### src/design/badg_pkg.sv
// ---------------------------------------------------------------------------
// Darkness grid package
// Shared constants, register codes and types of the darkness grid block.
// ---------------------------------------------------------------------------
`timescale 1ns / 1ps

package badg_pkg;

   localparam int MAX_WIDTH_DEFAULT = 1024;
   localparam int MAX_CELL_DEFAULT  = 16;
   localparam int HEIGHT_LIMIT      = 1024;

   localparam int CHAN_W     = 8;
   localparam int VAL_W      = 10;
   localparam int ROW_W      = 10;
   localparam int DARK_W     = 17;
   localparam int CS_REG_W   = 5;
   localparam int DIM_REG_W  = 11;
   localparam int H_W        = $clog2(HEIGHT_LIMIT + 1);
   localparam int CSR_ADDR_W = 4;
   localparam int CSR_DATA_W = 32;
   localparam int CNT_W      = $clog2(DARK_W);

   localparam logic [CS_REG_W-1:0]  CELL_SIZE_RESET    = 5'd8;
   localparam logic [DIM_REG_W-1:0] IMAGE_WIDTH_RESET  = 11'd640;
   localparam logic [DIM_REG_W-1:0] IMAGE_HEIGHT_RESET = 11'd480;
   localparam logic [DARK_W-1:0]    DARK_FULL          = 17'h10000;

   typedef enum logic [1:0] {
      REG_CELL_SIZE    = 2'd0,
      REG_IMAGE_WIDTH  = 2'd1,
      REG_IMAGE_HEIGHT = 2'd2,
      REG_COLOUR_MODE  = 2'd3
   } badg_reg_type;

   typedef enum logic [2:0] {
      DIV_IDLE = 3'b001,
      DIV_RUN  = 3'b010,
      DIV_DONE = 3'b100
   } badg_div_state_type;

   typedef struct packed {
      logic [ROW_W-1:0] cell_row;
      logic [ROW_W-1:0] cell_col;
      logic             frame_end;
   } badg_tag_type;

   typedef struct packed {
      logic start;
      logic res_ready;
   } badg_div_ctrl_type;

   typedef struct packed {
      logic idle;
      logic res_valid;
   } badg_div_stat_type;

endpackage

### src/design/badg_div.sv
// ---------------------------------------------------------------------------
// Darkness divider
// Radix-2 restoring divider, one quotient bit per cycle, with result hold.
// ---------------------------------------------------------------------------
`timescale 1ns / 1ps

module badg_div #(
   parameter int SUM_W = 18
) (
   input  logic                          clock,
   input  logic                          reset,
   input  badg_pkg::badg_div_ctrl_type   ctrl,
   input  logic [SUM_W-1:0]              numer,
   input  logic [SUM_W-1:0]              denom,
   input  badg_pkg::badg_tag_type        tag_in,
   output badg_pkg::badg_div_stat_type   stat,
   output logic [badg_pkg::DARK_W-1:0]   res_dark,
   output badg_pkg::badg_tag_type        res_tag
);

   localparam logic [badg_pkg::CNT_W-1:0] CNT_LAST = badg_pkg::CNT_W'(badg_pkg::DARK_W - 1);

   badg_pkg::badg_div_state_type state_ff, state_in;
   logic [SUM_W-1:0]             r_ff, r_in;
   logic [SUM_W-1:0]             d_ff, d_in;
   logic [badg_pkg::DARK_W-1:0]  q_ff, q_in;
   logic [badg_pkg::CNT_W-1:0]   cnt_ff, cnt_in;
   badg_pkg::badg_tag_type       tag_ff, tag_in_nx;
   logic [SUM_W:0]               trial;
   logic                         q_bit;
   logic [SUM_W-1:0]             r_step;

   always_comb begin
      trial  = (cnt_ff == '0) ? {1'b0, r_ff} : {r_ff, 1'b0};
      q_bit  = trial >= {1'b0, d_ff};
      r_step = q_bit ? SUM_W'(trial - {1'b0, d_ff}) : SUM_W'(trial);
   end

   always_comb begin
      state_in  = state_ff;
      r_in      = r_ff;
      d_in      = d_ff;
      q_in      = q_ff;
      cnt_in    = cnt_ff;
      tag_in_nx = tag_ff;
      case (state_ff)
         badg_pkg::DIV_IDLE: begin
            if (ctrl.start) begin
               r_in      = numer;
               d_in      = denom;
               q_in      = '0;
               cnt_in    = '0;
               tag_in_nx = tag_in;
               state_in  = badg_pkg::DIV_RUN;
            end
         end
         badg_pkg::DIV_RUN: begin
            r_in   = r_step;
            q_in   = {q_ff[badg_pkg::DARK_W-2:0], q_bit};
            cnt_in = cnt_ff + 1'b1;
            if (cnt_ff == CNT_LAST) begin
               state_in = badg_pkg::DIV_DONE;
            end
         end
         badg_pkg::DIV_DONE: begin
            if (ctrl.res_ready) begin
               state_in = badg_pkg::DIV_IDLE;
            end
         end
         default: begin
            state_in = badg_pkg::DIV_IDLE;
         end
      endcase
   end

   always_ff @(posedge clock) begin
      if (reset) begin
         state_ff <= badg_pkg::DIV_IDLE;
         cnt_ff   <= '0;
      end else begin
         state_ff <= state_in;
         cnt_ff   <= cnt_in;
      end
   end

   always_ff @(posedge clock) begin
      r_ff   <= r_in;
      d_ff   <= d_in;
      q_ff   <= q_in;
      tag_ff <= tag_in_nx;
   end

   assign stat.idle      = state_ff == badg_pkg::DIV_IDLE;
   assign stat.res_valid = state_ff == badg_pkg::DIV_DONE;
   assign res_dark       = q_ff;
   assign res_tag        = tag_ff;

endmodule

### config.mk
export PLATFORM = sky130hd
export DESIGN_NAME = badg_div
export DESIGN_NICKNAME = d
export VERILOG_FILES = /design/src/design/badg_pkg.sv /design/src/design/badg_div.sv
export SDC_FILE = /design/constraint.sdc
export NUM_CORES = 1
export LEC_CHECK = 0
export ABC_AREA = 1
export BUFFER_PORTS_ARGS = -buffer_cell sky130_fd_sc_hd__buf_2
export CAP_MARGIN = 20
export CORE_UTILIZATION = 45
export CTS_BUF_LIST = sky130_fd_sc_hd__clkbuf_4
export DETAILED_ROUTE_END_ITERATION = 6
export GPL_TIMING_DRIVEN = 0
export PLACE_DENSITY = 0.83
export SLEW_MARGIN = 10
export SYNTH_ARGS = -nofsm -noshare
export SYNTH_HDL_FRONTEND = slang
export SYNTH_SLANG_ARGS = --single-unit
### constraint.sdc
create_clock -name clock -period 2.9 [get_ports clock]
set_input_delay 0.29 -clock clock [delete_from_list [all_inputs] [get_ports clock]]
set_output_delay 0.29 -clock clock [all_outputs]
set_load 0.02 [all_outputs]
==> impl_metrics.toml <==
[logic_synthesis]
mappedNetlistArea_um2 = 4600
synth_top_area_frac = 0.483
synth_sequential_area_ratio = 0.518
synth_nets = 626
async_reset_ff_frac = 0
synth-warning-count = 0
syn-instance-count = 544
ys.flop_type = "edfxtp_1"
yosysTopAreaCell = "edfxtp_1"
ys_ff_latch = 82
synth_edf_count = 74
syn_avg_cell_area_um2 = 8.46
yosys-top-cells-area = "edfxtp_1 (48%), nand2_1 (14%), inv_1 (7.3%)"
yosysUniqueCellTypes = 29

[power_and_ir_drop]
leakagePower_nw = 3.08
max-vdd-ir-drop_v = 0.000376
power.density_nw_per_um2 = 538

[sta]
hold_viol = 0
setup_violations = 15
max_slew_margin = 0.445
maxSlewViolCount = 0
min_period_over_period = 1.02
finalWorstSetupSlack_ns = -0.0673
finalCriticalPeriod_ns = 2.97
fin_skew_ns = 0.0169
rsz0062_at_grt = "true"
fmax_mhz = 337
worst_slew_pin_slew_ns = 0.831

[layout]
seqCellArea_um2 = 2390
diodes = 0
multi_input_area_um2 = 2210
fillers = 735
final_cell_mix = "nand2_1 (162), buf_2 (100), inv_1 (78)"
layout_commonest_cell = "nand2_1"
area_growth_pct = 44.5
fin_util = 0.674
final-instance-count-excl-fill = 866
layout-drive-gt1-share = 0.327
finalNetCount = 810

[setup_path]
cp_max_fo = 6
rr_endpoint = "r_ff[7]"
worst-r2r-cell-count = 19
r2r-start = "cnt_ff[0]"
worst_setup_path_end_kind = "flip-flop"
required_ns = 3.11
path_class = "flip-flop to flip-flop"
critPathLaunchType = "flip-flop"
reg2reg_slack_ns = -0.07
crit_arrival_ns = 3.18

[global_routing]
grt_max_degree = 40
track_usage = 0.211
grt_pass1_vias = 3925
grt_pass1_wl_um = 17000
overflow = 0
antenna_found_initial = 0

[clocking]
cts.sinks = 82
clockBufferDepth = 2
cts_buffers = 9
path_clk_slew_ns = 0.13
cts_tree = "built"
clockRootBuffer = "clkbuf_4"
clk_latency_ns = 0.45
htreeDepth = 3

[die]
die_w_um = 103
start_util = 0.467
die_area_um2 = 10600
ioPinCount = 101
coreArea_um2 = 9860
rows = 36
die_h_um = 103

[placed_design]
port_buffers = 100
dp_hpwl_um = 7880
dp_slack_ns = -0.684
gp_congestion = 0.903
dp.cells = 778

[routing]
wirelength_um = 12800
postRouteAntennaNets = 0
firstDrtPassIters = 5
drc = 0
viasPerCell = 5.05
wl_met2_um = 6330
wl_per_cell_um = 14.8
dr_total_vias = 4369
wl_met3_um = 790
routed.top_layer = "met4"
drt-met1-wl_um = 5200
drt_iter0_markers = 243

[flow_run]
cap_violations = 0

[worst_hold_path]
min_to = "res_tag[18]"
min_from = "tag_in[18]"
hold_path_depth = 1
hp-class = "input pin to flip-flop"

[status]
status = "finished, violations left"
violations = "setup timing"
[cell usage after synthesis, types with 2 or more instances]
cell / instances
dfxtp_1: 8
o21bai_1: 2
nand3_1: 31
nor2_4: 2
clkbuf_1: 8
inv_1: 90
nor2_1: 46
nor3_1: 5
o21ai_0: 15
edfxtp_1: 74
nand3b_1: 16
xnor2_1: 7
buf_2: 2
o31ai_1: 2
a21oi_1: 24
xor2_1: 2
nand4_1: 4
nand2_1: 176
ha_1: 20
[final cells by class]
| type | count | share of cell area |
|---|---|---|
| Timing Repair Buffer | 173 | 0.193 |
| Sequential cell | 82 | 0.360 |
| Clock inverter | 7 | 0.0102 |
| Clock buffer | 9 | 0.0102 |
| Tap cell | 133 | 0.0250 |
| Buffer | 12 | 0.0183 |
| Inverter | 90 | 0.0516 |
| Multi-Input combinational cell | 360 | 0.333 |
[through the flow]
step                      total power [mW]  setup TNS [ns]  cell area, µm²  hold WS [ns]
after floorplan                       2.19               0            4600         0.359
after detailed placement              2.45          -11.72            5290         0.468
after CTS                             3.18               0            5790      0.000260
after global routing                  3.76           -2.36            6650        0.0103
final                                 3.58          -0.519            6650        0.0259
after global placement                2.42          -10.63            5270         0.467
[timing repair]
item	CTS	global route
pin swaps	4	26
gates resized for setup	22	113
hold endpoints to repair	27	10
cloned	0	5
buffers inserted	4	26
setup endpoints to repair	19	19
hold buffers	27	10
[kinds of logic after synthesis]
| logic type | synth area share |
|---|---|
| AND/OR/NAND/NOR | 0.268 |
| buffers and inverters | 0.0862 |
| flip-flops | 0.518 |
| AO/OA/AOI/OAI | 0.0525 |
| adder cells (fa/ha/maj) | 0.0587 |
| XOR/XNOR | 0.0171 |
[flip-flops by register name, summed over array words and instances, names as in the netlist]
name      cells
r_ff         18
res_dark     17
res_tag      21
cnt_ff        5
state_ff      3
d_ff         18
[report_power, final]
group	switching, mW	internal, mW	total, mW
combinational	0.809	0.628	1.44
sequential	0.0437	1.42	1.47
clock	0.414	0.261	0.674
total	1.27	2.31	3.58
[how the worst max path moves through the flow]
stage                    from  cells past startpoint  endpoint
global route        cnt_ff[0]                     19   r_ff[1]
detailed placement  cnt_ff[0]                     17   r_ff[6]
global placement    cnt_ff[0]                     17   r_ff[0]
floorplan           cnt_ff[0]                     18   r_ff[0]
finish              cnt_ff[0]                     19   r_ff[7]
CTS                 cnt_ff[0]                     19   r_ff[6]
[metal layers]
metal	global-route usage	vias to the layer above
met3	0.0515	44
met1	0.251	2023
met4	0.0899	0
li1	-	2127
met5	0	-
met2	0.365	175
[worst max-delay path: stages (launching register included)]
cell and delay [ns]:
dfxtp_4 0.39, inv_4 0.06, ha_4 0.15, nand3_4 0.11, buf_12 0.17, clkbuf_16 0.17
nand2_1 0.06, o21ai_1 0.12, ha_4 0.34, nand2_2 0.07, inv_1 0.09, nand3_1 0.15
nor2_2 0.21, nor2_4 0.07, buf_12 0.14, nand2_8 0.09, clkbuf_16 0.16, nand2_1 0.05
nand3_1 0.08, nand2_1 0.06
Power figures use the tool's default switching activity.
