[src/design/badg_pkg.sv]
// ---------------------------------------------------------------------------
// Darkness grid package
// Shared constants, register codes and types of the darkness grid block.
// ---------------------------------------------------------------------------
`timescale 1ns / 1ps

package badg_pkg;

   localparam int MAX_WIDTH_DEFAULT = 1024;
   localparam int MAX_CELL_DEFAULT  = 16;
   localparam int HEIGHT_LIMIT      = 1024;

   localparam int CHAN_W     = 8;
   localparam int VAL_W      = 10;
   localparam int ROW_W      = 10;
   localparam int DARK_W     = 17;
   localparam int CS_REG_W   = 5;
   localparam int DIM_REG_W  = 11;
   localparam int H_W        = $clog2(HEIGHT_LIMIT + 1);
   localparam int CSR_ADDR_W = 4;
   localparam int CSR_DATA_W = 32;
   localparam int CNT_W      = $clog2(DARK_W);

   localparam logic [CS_REG_W-1:0]  CELL_SIZE_RESET    = 5'd8;
   localparam logic [DIM_REG_W-1:0] IMAGE_WIDTH_RESET  = 11'd640;
   localparam logic [DIM_REG_W-1:0] IMAGE_HEIGHT_RESET = 11'd480;
   localparam logic [DARK_W-1:0]    DARK_FULL          = 17'h10000;

   typedef enum logic [1:0] {
      REG_CELL_SIZE    = 2'd0,
      REG_IMAGE_WIDTH  = 2'd1,
      REG_IMAGE_HEIGHT = 2'd2,
      REG_COLOUR_MODE  = 2'd3
   } badg_reg_type;

   typedef enum logic [2:0] {
      DIV_IDLE = 3'b001,
      DIV_RUN  = 3'b010,
      DIV_DONE = 3'b100
   } badg_div_state_type;

   typedef struct packed {
      logic [ROW_W-1:0] cell_row;
      logic [ROW_W-1:0] cell_col;
      logic             frame_end;
   } badg_tag_type;

   typedef struct packed {
      logic start;
      logic res_ready;
   } badg_div_ctrl_type;

   typedef struct packed {
      logic idle;
      logic res_valid;
   } badg_div_stat_type;

endpackage

[src/design/badg_csr.sv]
// ---------------------------------------------------------------------------
// Darkness grid registers
// APB register file with clamped geometry outputs and a write strobe.
// ---------------------------------------------------------------------------
`timescale 1ns / 1ps

module badg_csr #(
   parameter int MAX_WIDTH = badg_pkg::MAX_WIDTH_DEFAULT,
   parameter int MAX_CELL  = badg_pkg::MAX_CELL_DEFAULT
) (
   input  logic                                clock,
   input  logic                                reset,
   input  logic                                psel,
   input  logic                                penable,
   input  logic                                pwrite,
   input  logic [badg_pkg::CSR_ADDR_W-1:0]     paddr,
   input  logic [badg_pkg::CSR_DATA_W-1:0]     pwdata,
   output logic [badg_pkg::CSR_DATA_W-1:0]     prdata,
   output logic                                pready,
   output logic                                cfg_write,
   output logic [$clog2(MAX_CELL+1)-1:0]       cell_edge,
   output logic [$clog2(MAX_WIDTH+1)-1:0]      width_eff,
   output logic [badg_pkg::H_W-1:0]            height_eff,
   output logic                                colour
);

   localparam int S_W = $clog2(MAX_CELL + 1);
   localparam int W_W = $clog2(MAX_WIDTH + 1);

   logic [badg_pkg::CS_REG_W-1:0]  cell_size_ff;
   logic [badg_pkg::DIM_REG_W-1:0] image_width_ff;
   logic [badg_pkg::DIM_REG_W-1:0] image_height_ff;
   logic                           colour_mode_ff;
   badg_pkg::badg_reg_type         reg_sel;

   assign reg_sel   = badg_pkg::badg_reg_type'(paddr[3:2]);
   assign cfg_write = psel && penable && pwrite && pready;
   assign pready    = 1'b1;

   always_ff @(posedge clock) begin
      if (reset) begin
         cell_size_ff    <= badg_pkg::CELL_SIZE_RESET;
         image_width_ff  <= badg_pkg::IMAGE_WIDTH_RESET;
         image_height_ff <= badg_pkg::IMAGE_HEIGHT_RESET;
         colour_mode_ff  <= 1'b0;
      end else if (cfg_write) begin
         case (reg_sel)
            badg_pkg::REG_CELL_SIZE: begin
               cell_size_ff <= pwdata[badg_pkg::CS_REG_W-1:0];
            end
            badg_pkg::REG_IMAGE_WIDTH: begin
               image_width_ff <= pwdata[badg_pkg::DIM_REG_W-1:0];
            end
            badg_pkg::REG_IMAGE_HEIGHT: begin
               image_height_ff <= pwdata[badg_pkg::DIM_REG_W-1:0];
            end
            badg_pkg::REG_COLOUR_MODE: begin
               colour_mode_ff <= pwdata[0];
            end
            default: begin
               colour_mode_ff <= colour_mode_ff;
            end
         endcase
      end
   end

   always_comb begin
      case (reg_sel)
         badg_pkg::REG_CELL_SIZE:    prdata = badg_pkg::CSR_DATA_W'(cell_size_ff);
         badg_pkg::REG_IMAGE_WIDTH:  prdata = badg_pkg::CSR_DATA_W'(image_width_ff);
         badg_pkg::REG_IMAGE_HEIGHT: prdata = badg_pkg::CSR_DATA_W'(image_height_ff);
         badg_pkg::REG_COLOUR_MODE:  prdata = badg_pkg::CSR_DATA_W'(colour_mode_ff);
         default:                    prdata = '0;
      endcase
   end

   // clamp geometry to the supported range
   always_comb begin
      if (cell_size_ff == '0) begin
         cell_edge = S_W'(1);
      end else if (32'(cell_size_ff) > 32'(MAX_CELL)) begin
         cell_edge = S_W'(MAX_CELL);
      end else begin
         cell_edge = S_W'(cell_size_ff);
      end

      if (image_width_ff == '0) begin
         width_eff = W_W'(1);
      end else if (32'(image_width_ff) > 32'(MAX_WIDTH)) begin
         width_eff = W_W'(MAX_WIDTH);
      end else begin
         width_eff = W_W'(image_width_ff);
      end

      if (image_height_ff == '0) begin
         height_eff = badg_pkg::H_W'(1);
      end else if (32'(image_height_ff) > 32'(badg_pkg::HEIGHT_LIMIT)) begin
         height_eff = badg_pkg::H_W'(badg_pkg::HEIGHT_LIMIT);
      end else begin
         height_eff = badg_pkg::H_W'(image_height_ff);
      end
   end

   assign colour = colour_mode_ff;

endmodule

[config.mk]
export PLATFORM = sky130hd
export DESIGN_NAME = badg_csr
export DESIGN_NICKNAME = d
export VERILOG_FILES = /design/src/design/badg_pkg.sv /design/src/design/badg_csr.sv
export SDC_FILE = /design/constraint.sdc
export NUM_CORES = 1
export LEC_CHECK = 0
export ABC_AREA = 1
export ABC_CLOCK_PERIOD_IN_PS = 900
export BUFFER_PORTS_ARGS = -buffer_cell sky130_fd_sc_hd__buf_2
export CAP_MARGIN = 20
export CORE_ASPECT_RATIO = 0.9
export CORE_MARGIN = 3
export CORE_UTILIZATION = 39
export DETAILED_ROUTE_END_ITERATION = 8
export PLACE_DENSITY = 0.85
export SYNTH_ARGS = -nofsm -noshare
export SYNTH_HDL_FRONTEND = slang
export SYNTH_SLANG_ARGS = --single-unit
[constraint.sdc]
create_clock -name clock -period 0.9 [get_ports clock]
set_input_delay 0.09 -clock clock [delete_from_list [all_inputs] [get_ports clock]]
set_output_delay 0.09 -clock clock [all_outputs]
set_load 0.02 [all_outputs]
==> results.toml <==
[floorplan]
die_h_um = 68.8
fp.dieArea_um2 = 5220
core_um2 = 4160
rows = 22
die_w_um = 75.8
start_util = 0.411
io_pins = 103

[synth]
ys.flop_type = "dfxtp_1"
ys_warn_count = 0
yosysTopAreaCell = "dfxtp_1"
synth_top_area_share = 0.328
netlist_top_cells_count = "nor2_1, inv_1, dfxtp_1"
yosysSeqAreaShare = 0.328
netlist_instances = 261
async_reset_ff_frac = 0
syn_area_um2 = 1710
synth_edf_count = 0
avgSynthCellArea_um2 = 6.55
ys_ff_latch = 28
ys_types = 27
synthTopCellsByArea = "dfxtp_1, nor2_1, buf_4"
yosysMostFrequentCell = "nor2_1"

[clock_network]
insertion_delay_ns = 0.28
clk_pin_slew_ns = 0.10
cts_root_buf = "clkbuf_8"
cts_buffer_depth = 2
cts_buffers = 3
clock_sinks = 28
cts_hold_buf = 0
h-tree-depth = 1
cts_tree = "built"

[sta]
fin_ws_ns = -0.614
slew_viol_final = 0
rsz0062_at_grt = "yes"
fin_hold_ws_ns = 0.0548
setup-violations-final = 42
post-route-period-util = 1.68
final.setup.tns_ns = -15.79
finClkSkew_ns = 0
fmax_mhz = 661
min_period_ns = 1.51
hold_violations = 0

[worst_setup_path]
startpoint = "image_width_ff[6]$_SDFFE_PP0P_"
crit_fanout = 5
endpoint_kind = "output port"
path_class = "reg2out"
crit_end = "width_eff[6]"
required_ns = 0.81
r2r_cells = 5
reg2reg_from = "image_height_ff[1]$_SDFFE_PP0P_"
start_kind = "flop"
regToRegSetupSlack_ns = -0.07
arrival_ns = 1.42
reg2reg_to = "image_height_ff[1]$_SDFFE_PP0P_"

[layout]
nNetsFinal = 411
antennaDiodeCount = 0
nFillCells = 215
area_growth_pct = 94.1
drive_above_1_share = 0.656

[drt]
dr.pass1.iters = 4
drcViolationCount = 0
via_count = 2219
wl_per_cell_um = 18.4
routed_wl_um = 7880
avgViaCountPerCell = 5.17
first_iter_violations = 166
drt.antenna.violating_nets = 0

[power]
leakage_nw = 1.52
peakVddDrop_mv = 0.554
power.total_mw = 2.98
power_density_nw_per_um2 = 897

[place]
portBuffers = 57
pre_cts_ws_ns = -0.294
gp_congestion = 0.924
hpwl_um = 3930

[flow_run]
cap_violations = 0

[grt]
grt_max_degree = 29
grt_pass1_vias = 2089
antenna_found_initial = 0
grt_pass1_wl_um = 10400
grt.overflow.total = 0
track_usage = 0.268

[status]
status = "finished, violations left"
violations = "negative setup slack"

[worst_hold_path]
hold_path.class = "in2reg"
hp-start = "pwdata[7]"
[layout make-up]
type | instances | area, um^2 | area share
Multi-Input combinational cell | 185 | 1290 | 0.390
Timing Repair Buffer | 114 | 1120 | 0.336
Sequential cell | 28 | 599 | 0.180
Inverter | 38 | 180 | 0.0543
Tap cell | 60 | 75.1 | 0.0226
Clock buffer | 4 | 55.1 | 0.0166
[power breakdown]
part	internal, mW	switching, mW
registers	1.27	0.0275
clock network	0.393	0.423
logic	0.353	0.516
[sequential cells by signal, summed over array words and instances (netlist names)]
| name | count |
|---|---|
| image_height_ff | 11 |
| image_width_ff | 11 |
| cell_size_ff | 5 |
| colour | 1 |
[placed cells by master, fill, tap and decap left out, types with 8 or more instances in the layout]
cell type,Yosys,final
buf_6,2,60
nor2_1,80,42
nor2_4,2,33
buf_4,22,27
dfxtp_2,0,25
nand2_1,25,22
conb_1,2,22
buf_2,1,19
inv_2,5,16
o21ai_1,10,12
inv_4,0,11
nor2_2,3,10
inv_1,32,8
[worst min-delay path by stage]
stage                                                 end  slack (ns)  depth (start not counted)
after global placement     image_width_ff[7]$_SDFFE_PP1P_        0.34                          3
after detailed placement  image_height_ff[7]$_SDFFE_PP1P_        0.35                          3
after global routing      image_height_ff[7]$_SDFFE_PP1P_        0.06                          3
after floorplan            image_width_ff[7]$_SDFFE_PP1P_        0.22                          2
final                     image_height_ff[7]$_SDFFE_PP1P_        0.05                          3
after CTS                 image_height_ff[7]$_SDFFE_PP1P_        0.06                          3
[per-stage QoR]
step	instances	instance area (um^2)	util
2_1_floorplan	281	1910	-
3_3_place_gp	410	2410	0.579
3_5_place_dp	410	2410	0.579
4_1_cts	420	3080	0.740
5_1_grt	429	3320	0.799
6_report	429	3320	0.799
[cells by family (layout without fill, tap and decap cells)]
group | after synthesis | in the layout | synth area share
AOI/OAI and AO/OA | 41 | 41 | 0.151
buffers and inverters | 68 | 156 | 0.207
DFF | 28 | 28 | 0.328
other | 2 | 22 | 0.00439
and+or+nand+nor | 122 | 122 | 0.310
[worst max-delay path: stages (launching register included)]
cell and delay, ns:
dfxtp_2 0.35, nor2_4 0.12, nand3_2 0.12, nor2_4 0.15
nor2_4 0.06, buf_12 0.14, nor2_4 0.08, buf_6 0.12
[layer usage]
layer	vias to the layer above	GRT usage	share of wire
li1	998	-	-
met1	1063	0.308	0.37
met4	0	0.100	0.044
met3	36	0.0551	0.068
met5	-	0	0
met2	122	0.485	0.52
[timing repair]
| action | in CTS | in global routing |
|---|---|---|
| buffers inserted | 7 | 11 |
| setup endpoints to repair | 39 | 54 |
| pin swaps | 36 | 21 |
| gates resized for setup | 180 | 48 |
| gates cloned | 0 | 1 |
Note: power is estimated with default switching activity, not from simulation.
